$ cat src/sv/nsc_pkg.sv
package nsc_pkg;

  localparam logic [7:0] CharDollar = 8'h24;
  localparam logic [7:0] CharStar   = 8'h2A;
  localparam logic [7:0] CharComma  = 8'h2C;
  localparam logic [7:0] CharCr     = 8'h0D;
  localparam logic [7:0] CharLf     = 8'h0A;
  localparam logic [7:0] CharUpperA = 8'h41;
  localparam logic [7:0] CharZero   = 8'h30;
  localparam logic [7:0] HexTen     = 8'd10;

  localparam int unsigned NumTypes = 5;
  localparam logic [2:0]  HdrLen   = 3'd5;
  localparam logic [2:0]  HdrSat   = 3'd7;
  localparam logic [3:0]  FieldSat = 4'd15;

  typedef enum logic [3:0] {
    ModeIdle = 4'b0001,
    ModeBody = 4'b0010,
    ModeHi   = 4'b0100,
    ModeLo   = 4'b1000
  } mode_e;

  typedef enum logic [3:0] {
    EvIdle    = 4'd0,
    EvHeader  = 4'd1,
    EvField   = 4'd2,
    EvDelim   = 4'd3,
    EvDigit   = 4'd4,
    EvOk      = 4'd5,
    EvBadCks  = 4'd6,
    EvUnknown = 4'd7,
    EvNoCks   = 4'd8
  } event_e;

  typedef enum logic [2:0] {
    TypeUnknown = 3'd0,
    TypeHchdg   = 3'd1,
    TypeWimwv   = 3'd2,
    TypeGpvtg   = 3'd3,
    TypeGpgll   = 3'd4,
    TypeGprmc   = 3'd5
  } sent_e;

  typedef struct packed {
    mode_e                 mode;
    logic [7:0]            xr;
    logic [NumTypes-1:0]   match;
    logic [2:0]            pos;
    logic [3:0]            fields;
    logic [7:0]            hi;
  } state_t;

  typedef struct packed {
    logic [7:0] char_out;
    logic [3:0] field_index;
    event_e     event_res;
    sent_e      sentence_type;
    logic [3:0] expected_fields;
  } res_t;

  localparam state_t StateReset = '{
    mode:   ModeIdle,
    xr:     8'h00,
    match:  {NumTypes{1'b1}},
    pos:    3'd0,
    fields: 4'd0,
    hi:     8'h00
  };

  // bit k: type k+1 has character c at header position pos
  function automatic logic [NumTypes-1:0] hdr_hits(logic [2:0] pos, logic [7:0] c);
    logic [NumTypes-1:0] h;
    h = '0;
    case (pos)
      3'd0: h = {c == "G", c == "G", c == "G", c == "W", c == "H"};
      3'd1: h = {c == "P", c == "P", c == "P", c == "I", c == "C"};
      3'd2: h = {c == "R", c == "G", c == "V", c == "M", c == "H"};
      3'd3: h = {c == "M", c == "L", c == "T", c == "W", c == "D"};
      3'd4: h = {c == "C", c == "L", c == "G", c == "V", c == "G"};
      default: h = '0;
    endcase
    return h;
  endfunction

  function automatic sent_e cur_type(logic [2:0] pos, logic [NumTypes-1:0] match);
    sent_e t;
    t = TypeUnknown;
    if (pos == HdrLen) begin
      if (match[0]) t = TypeHchdg;
      else if (match[1]) t = TypeWimwv;
      else if (match[2]) t = TypeGpvtg;
      else if (match[3]) t = TypeGpgll;
      else if (match[4]) t = TypeGprmc;
    end
    return t;
  endfunction

  function automatic logic [3:0] type_fields(sent_e t);
    logic [3:0] n;
    case (t)
      TypeHchdg: n = 4'd5;
      TypeWimwv: n = 4'd5;
      TypeGpvtg: n = 4'd9;
      TypeGpgll: n = 4'd7;
      TypeGprmc: n = 4'd12;
      default:   n = 4'd0;
    endcase
    return n;
  endfunction

  function automatic logic [7:0] hex_value(logic [7:0] c);
    logic [7:0] v;
    if (c >= CharUpperA) v = c - CharUpperA + HexTen;
    else v = c - CharZero;
    return v;
  endfunction

endpackage

$ cat src/sv/nsc_parse.sv
module nsc_parse (
  input  nsc_pkg::state_t cur_i,
  input  logic [7:0]      char_i,
  output nsc_pkg::state_t nxt_o,
  output nsc_pkg::res_t   res_o
);

  nsc_pkg::state_t nxt;
  nsc_pkg::event_e ev;
  nsc_pkg::sent_e  typ;
  nsc_pkg::sent_e  typ_cur;
  logic            report;
  logic [7:0]      sum;

  assign typ_cur = nsc_pkg::cur_type(cur_i.pos, cur_i.match);
  assign sum     = {cur_i.hi[3:0], 4'b0000} + nsc_pkg::hex_value(char_i);

  always_comb begin
    nxt    = cur_i;
    ev     = nsc_pkg::EvIdle;
    report = 1'b1;
    if (char_i == nsc_pkg::CharDollar) begin
      nxt      = nsc_pkg::StateReset;
      nxt.mode = nsc_pkg::ModeBody;
      ev       = nsc_pkg::EvHeader;
    end else begin
      case (cur_i.mode)
        nsc_pkg::ModeIdle: begin
          report = 1'b0;
        end
        nsc_pkg::ModeBody: begin
          if (char_i == nsc_pkg::CharCr || char_i == nsc_pkg::CharLf) begin
            ev       = nsc_pkg::EvNoCks;
            nxt.mode = nsc_pkg::ModeIdle;
          end else if (char_i == nsc_pkg::CharStar) begin
            ev       = nsc_pkg::EvDelim;
            nxt.mode = nsc_pkg::ModeHi;
          end else begin
            nxt.xr = cur_i.xr ^ char_i;
            if (char_i == nsc_pkg::CharComma) begin
              if (cur_i.fields != nsc_pkg::FieldSat) nxt.fields = cur_i.fields + 4'd1;
              ev = nsc_pkg::EvDelim;
            end else if (cur_i.fields == 4'd0) begin
              if (cur_i.pos < nsc_pkg::HdrLen) begin
                nxt.match = cur_i.match & nsc_pkg::hdr_hits(cur_i.pos, char_i);
              end else begin
                nxt.match = '0;
              end
              if (cur_i.pos != nsc_pkg::HdrSat) nxt.pos = cur_i.pos + 3'd1;
              ev = nsc_pkg::EvHeader;
            end else begin
              ev = nsc_pkg::EvField;
            end
          end
        end
        nsc_pkg::ModeHi: begin
          nxt.hi   = nsc_pkg::hex_value(char_i);
          nxt.mode = nsc_pkg::ModeLo;
          ev       = nsc_pkg::EvDigit;
        end
        nsc_pkg::ModeLo: begin
          if (sum != cur_i.xr) ev = nsc_pkg::EvBadCks;
          else if (typ_cur == nsc_pkg::TypeUnknown) ev = nsc_pkg::EvUnknown;
          else ev = nsc_pkg::EvOk;
          nxt.mode = nsc_pkg::ModeIdle;
        end
        default: begin
          nxt.mode = nsc_pkg::ModeIdle;
          report   = 1'b0;
        end
      endcase
    end
  end

  assign typ   = report ? nsc_pkg::cur_type(nxt.pos, nxt.match) : nsc_pkg::TypeUnknown;
  assign nxt_o = nxt;

  always_comb begin
    res_o.char_out        = char_i;
    res_o.field_index     = report ? nxt.fields : 4'd0;
    res_o.event_res       = ev;
    res_o.sentence_type   = typ;
    res_o.expected_fields = nsc_pkg::type_fields(typ);
  end

endmodule

$ cat config.mk
export PLATFORM = sky130hd
export DESIGN_NAME = nsc_parse
export DESIGN_NICKNAME = d
export VERILOG_FILES = /design/src/sv/nsc_pkg.sv /design/src/sv/nsc_parse.sv
export SDC_FILE = /design/constraint.sdc
export NUM_CORES = 1
export LEC_CHECK = 0
export BUFFER_PORTS_ARGS = -buffer_cell sky130_fd_sc_hd__buf_4
export CAP_MARGIN = 20
export CELL_PAD_IN_SITES_DETAIL_PLACEMENT = 0
export CELL_PAD_IN_SITES_GLOBAL_PLACEMENT = 1
export CORE_ASPECT_RATIO = 1.2
export CORE_MARGIN = 2
export CORE_UTILIZATION = 34
export DETAILED_ROUTE_END_ITERATION = 12
export GPL_TIMING_DRIVEN = 1
export PLACE_DENSITY = 0.83
export SYNTH_ARGS = -nofsm -noshare
export SYNTH_HDL_FRONTEND = slang
export SYNTH_SLANG_ARGS = --single-unit
$ cat constraint.sdc
create_clock -name vclk -period 4.1
set_input_delay 0.205 -clock vclk [all_inputs]
set_output_delay 0.205 -clock vclk [all_outputs]
set_load 0.05 [all_outputs]
==> results of run 1 <==
## power groups by stage
| stage | Clock [µW] | Sequential [µW] | Combinational [µW] |
|---|---|---|---|
| final | 0 | 0 | 345 |
| after global routing | 0 | 0 | 373 |
| after CTS | 0 | 0 | 346 |
| after detailed placement | 0 | 0 | 345 |
| after global placement | 0 | 0 | 343 |
| after floorplan | 0 | 0 | 240 |
## timing repair
| item | CTS | global route |
|---|---|---|
| hold buffers | 0 | 0 |
| gates resized for setup | 0 | 1 |
| endpoints found under the setup margin | 0 | 1 |
| endpoints found under the hold margin | 0 | 0 |
## through the flow
step	total power [µW]	cells	setup slack, ns	util	hold WS (ns)
3_3_place_gp	343	442	0.362	0.480	0.721
4_1_cts	346	442	0.224	0.480	0.722
2_1_floorplan	240	287	0.0999	-	0.577
5_1_grt	373	442	0.0126	0.481	0.732
6_report	345	442	0.344	0.481	0.721
3_5_place_dp	345	442	0.241	0.480	0.721
## layout make-up
type | instances | area share
repair buffers | 100 | 0.275
well taps | 80 | 0.0367
inverters | 15 | 0.0206
multi-input cells | 247 | 0.668
## routing by layer
layer,global-route usage,share of wire
met5,0,0
met4,0.0231,0.0068
met3,0.0159,0.070
met2,0.355,0.50
met1,0.256,0.43
## cells in the final DEF (no fill, tap or decap), drive strengths merged, types with 4 or more instances in the layout
master / netlist / layout
buf: 18 / 100
nand2: 34 / 34
nor2: 28 / 28
ha: 17 / 17
inv: 15 / 15
xor2: 13 / 13
xnor2: 12 / 12
a21oi: 11 / 11
nor3: 9 / 9
a31oi: 8 / 8
nand3: 8 / 8
o21ai: 6 / 6
nand3b: 5 / 5
mux2: 5 / 5
a211oi: 5 / 5
a22oi: 4 / 4
mux2i: 4 / 4
and2: 4 / 4
nor4b: 4 / 4
a21o: 4 / 4
## kinds of logic after synthesis
family	count (synthesis)
buffers and inverters	40
AO/OA/AOI/OAI	71
AND/OR/NAND/NOR	123
multiplexers	9
adder cells (fa/ha/maj)	18
XOR/XNOR	26
## worst paths after layout
kind / startpoint / end / slack [ns] / cells after the start
setup / recovery: char_i[4] / res_o[7] / 0.34 / 15
hold / removal: char_i[5] / res_o[20] / 0.72 / 2
==> qor.csv, run 1 <==
metric,value,unit
switch share,0.630,
diode count,0,
most numerous cell in the Yosys netlist,nand2_1,
Internal Power,128,µW
WL final,6470,µm
mean post-synth cell area,7.01,µm²
critical-path maximum fanout,7,
fillers,604,
GPL Wtd Cong,0.868,
Avg WL per Cell,14.6,µm
Seq pwr share,0,
sequential cell area,0,µm²
Nets,422,
largest net degree at the start of global routing,23,
Worst Max-Slew Pin Slew,0.630,ns
P_sw,217,µW
Routed Antenna Nets,0,
sequential cell count,0,
layout cells sized above 1,0.337,
maxcap violations,0,
Die Y-Extent,88.2,µm
slowest cell on the critical path,fa_1,
Unique masters post-synth,70,
detailed-route DRC error count,0,
fin crit period,3.76,ns
Die ar.,6550,µm²
Slew Limit Fails,0,
initial antenna violation count,0,
GRT overflow,0,
Placeable Area,5670,µm²
gr usage total,0.195,
"top cells by area, synth","ha_1, nand2_1, xor2_1",
number of global-route vias before repair,2239,
Worst Path Required,3.89,ns
post-synthesis compound-gate area fraction,0.285,
Synth Instances,287,
post-CTS setup buffers,0,
area of the multi-input gates,1820,µm²
Leak Pwr,0.00124,µW
yosys warns,0,
Slew headroom,0.574,
crit end category,output port,
Starting Density,0.355,
vias per cell,5.39,
multiplexer share of the synthesized area,0.0479,
CP peak stage delay,0.43,ns
synth-to-layout area growth,35.7,%
CP Class,primary input to output port,
detailed placement HPWL,5190,µm
crit path buf inv count,3,
Max Clk Rate,0.266,GHz
io pins,95,
clock power share,0,
Post-Synth Adder-Cell Area,0.116,
first-pass GRT wire length,10500,µm
Detailed Route Iter0 Violations,116,
Hold WC Path Type,primary input to output port,
Comb power frac,1.000,
Syn Nets,345,
Clock buffer cells,0,
Startpoint Class,primary input,
cell type with the highest aggregate area in the netlist,ha_1,
Top delay family on crit path,adder cells,
post-synthesis cell area,2010,µm²
final hold viol count,0,
largest family of logic cells by synthesized area,simple AND/OR/NAND/NOR gates,
drt pass-1 iters,4,
sequential-to-total area share from yosys stat,0,
XOR/XNOR Fraction of Synth Area,0.120,
worst path cell trace,buf_4 > inv_1 > ha_1 > nor4b_2 > a21boi_1 > o21a_1 > xnor2_1 > ha_1 > fa_1 > xor2_1 > nor3_1 > o221ai_1 > or3_1 > o211ai_1 > buf_4,
port bufs,95,
status,"complete, no violations",
Final Cell Area,2730,µm²
unrepaired setup endpoints after global routing,false,
peak supply drop,62.6,µV
PwrDens,127,nW/µm²
final period utilization,0.916,
num rows,30,
die width,74.2,µm
Synth Area in Simple Gates,0.334,
area post-placement,2720,µm²
"Setup violations, final",0,
post-synth top area share,0.106,
vias,2382,
Synth top cells by count,"nand2_1, nor2_1, ha_1",
CP arrival,3.55,ns
setup TNS,0,ns
Power figures use the tool's default switching activity.
==> inputs of run 2 (changes only) <==
--- a/config.mk
+++ b/config.mk
@@ -15,6 +15,7 @@
 export DETAILED_ROUTE_END_ITERATION = 12
 export GPL_TIMING_DRIVEN = 1
 export PLACE_DENSITY = 0.83
+export RECOVER_POWER = 50
 export SYNTH_ARGS = -nofsm -noshare
 export SYNTH_HDL_FRONTEND = slang
 export SYNTH_SLANG_ARGS = --single-unit
==> run 2 against run 1 <==
Effect of this change: via count decreased by 0.13%; first-iteration DRC count decreased by 10%; hold slack improved by 0.052 ns; global-route usage is the same; flip-flop and latch count is the same; sequential share of layout area is the same; core utilization is 2.1 points lower; final area decreased by 4.3%; non-clock buffer count is the same; combinational power fell by 4%; final cell count unchanged; routed wire length stayed put.
==> qor.csv, run 2 (synthesis gave the netlist of run 1 again) <==
metric,value,unit
GPL Wtd Cong,0.868,
largest net degree at the start of global routing,23,
worst hold slack,0.773,ns
number of global-route vias before repair,2239,
Detailed Route Iter0 Violations,104,
Final Cell Area,2610,µm²
Slew Limit Fails,0,
area post-placement,2720,µm²
final period utilization,0.903,
WHS Path Cells,3,
detailed-route DRC error count,0,
fin crit period,3.70,ns
vias,2379,
first-pass GRT wire length,10500,µm
Worst Path Required,3.89,ns
CP peak stage delay,0.43,ns
WL final,6470,µm
hold_sp,cur_i[10],
unrepaired setup endpoints after global routing,false,
CP arrival,3.50,ns
most frequent cells in the layout,"buf_4, nand2_1, nor2_1",
vias per cell,5.38,
diode count,0,
setup TNS,0,ns
initial antenna violation count,0,
sequential cell count,0,
peak supply drop,60.0,µV
post-CTS setup buffers,0,
Worst Max-Slew Pin Slew,1.03,ns
Die ar.,6550,µm²
CTS Hold Bufs,0,
worst path cell trace,buf_4 > inv_1 > ha_1 > nor4b_2 > a21boi_1 > o21a_1 > xnor2_1 > ha_1 > fa_1 > xor2_1 > nor3_1 > o221ai_1 > or3_1 > o211ai_1 > buf_4,
final hold viol count,0,
Placeable Area,5670,µm²
Hold Path Sink,nxt_o[10],
maxcap violations,0,
Nets,422,
critical-path maximum fanout,10,
Clock buffer cells,0,
port bufs,95,
Routed Antenna Nets,0,
layout cells sized above 1,0.265,
sequential cell area,0,µm²
PwrDens,127,nW/µm²
Slew headroom,0.316,
Leak Pwr,0.00115,µW
utilization after layout,0.461,
gr usage total,0.195,
"Setup violations, final",0,
Max Clk Rate,0.270,GHz
CP Class,primary input to output port,
io pins,95,
Hold WC Path Type,primary input to output port,
num rows,30,
Startpoint Class,primary input,
Die Y-Extent,88.2,µm
"most common cell after layout, fill and taps aside",buf_4,
fillers,632,
GRT overflow,0,
synth-to-layout area growth,29.9,%
overall power,332,µW
status,"complete, no violations",
die width,74.2,µm
detailed placement HPWL,5190,µm
Starting Density,0.355,
Avg WL per Cell,14.6,µm
crit end category,output port,
slowest cell on the critical path,fa_1,
drt pass-1 iters,5,
## run 2: cell types whose count changed in the layout (fill, tap and decap cells not counted)
| cell | delta |
|---|---|
| a41oi_1 | +1 |
| a41oi_4 | -1 |
| and2_0 | +1 |
| and2_2 | -1 |
| buf_4 | -22 |
| clkbuf_1 | +22 |
| mux2_1 | +1 |
| mux2_2 | -1 |
| nand4b_1 | +1 |
| nand4b_4 | -1 |
## run 2: report_power, final
part	switching [µW]	internal, µW	total [µW]
combinational	215	116	332
clock	0	0	0
sequential	0	0	0
total	215	116	332
## run 2: worst max-delay path by stage
| stage | from | slack [ns] | end | cells after the start |
|---|---|---|---|---|
| 6_report | char_i[1] | 0.40 | res_o[7] | 15 |
| 5_1_grt | char_i[1] | 0.07 | res_o[7] | 16 |
| 4_1_cts | char_i[4] | 0.22 | res_o[7] | 15 |
| 3_5_place_dp | char_i[4] | 0.24 | res_o[7] | 15 |
| 3_3_place_gp | char_i[5] | 0.36 | res_o[7] | 16 |
| 2_1_floorplan | char_i[5] | 0.1 | res_o[8] | 13 |
## run 2: cell type report
cell class | count | area [µm²] | share of cell area
Inverter | 15 | 56.3 | 0.0216
Timing Repair Buffer | 100 | 668 | 0.256
Tap cell | 80 | 100 | 0.0383
Multi-Input combinational cell | 247 | 1790 | 0.684
## run 2: worst max-delay path, delay by kind of cell
kind                       cells  cell delay, ns
buffers and inverters          3            0.44
adders and majority gates      3            0.88
and+or+nand+nor                3            0.83
AOI/OAI and AO/OA              4            0.75
xor gates and xnor gates       2            0.38
## run 2: what timing repair did
action	in CTS	in global routing
endpoints found under the hold margin	0	0
endpoints found under the setup margin	0	1
resized for setup	0	1
## run 2: per-layer routing
layer  global-route usage  vias to the layer above  share of wire
li1                     -                     1208              -
met1                0.256                     1079           0.43
met2                0.355                       82           0.50
met3               0.0159                       10          0.057
met4               0.0231                        0          0.011
met5                    0                        -              0
## run 2: through the flow
| step | std cells | setup slack [ns] |
|---|---|---|
| floorplan | 287 | 0.0999 |
| global placement | 442 | 0.362 |
| detailed placement | 442 | 0.241 |
| CTS | 442 | 0.224 |
| global route | 442 | 0.0703 |
| finish | 442 | 0.398 |
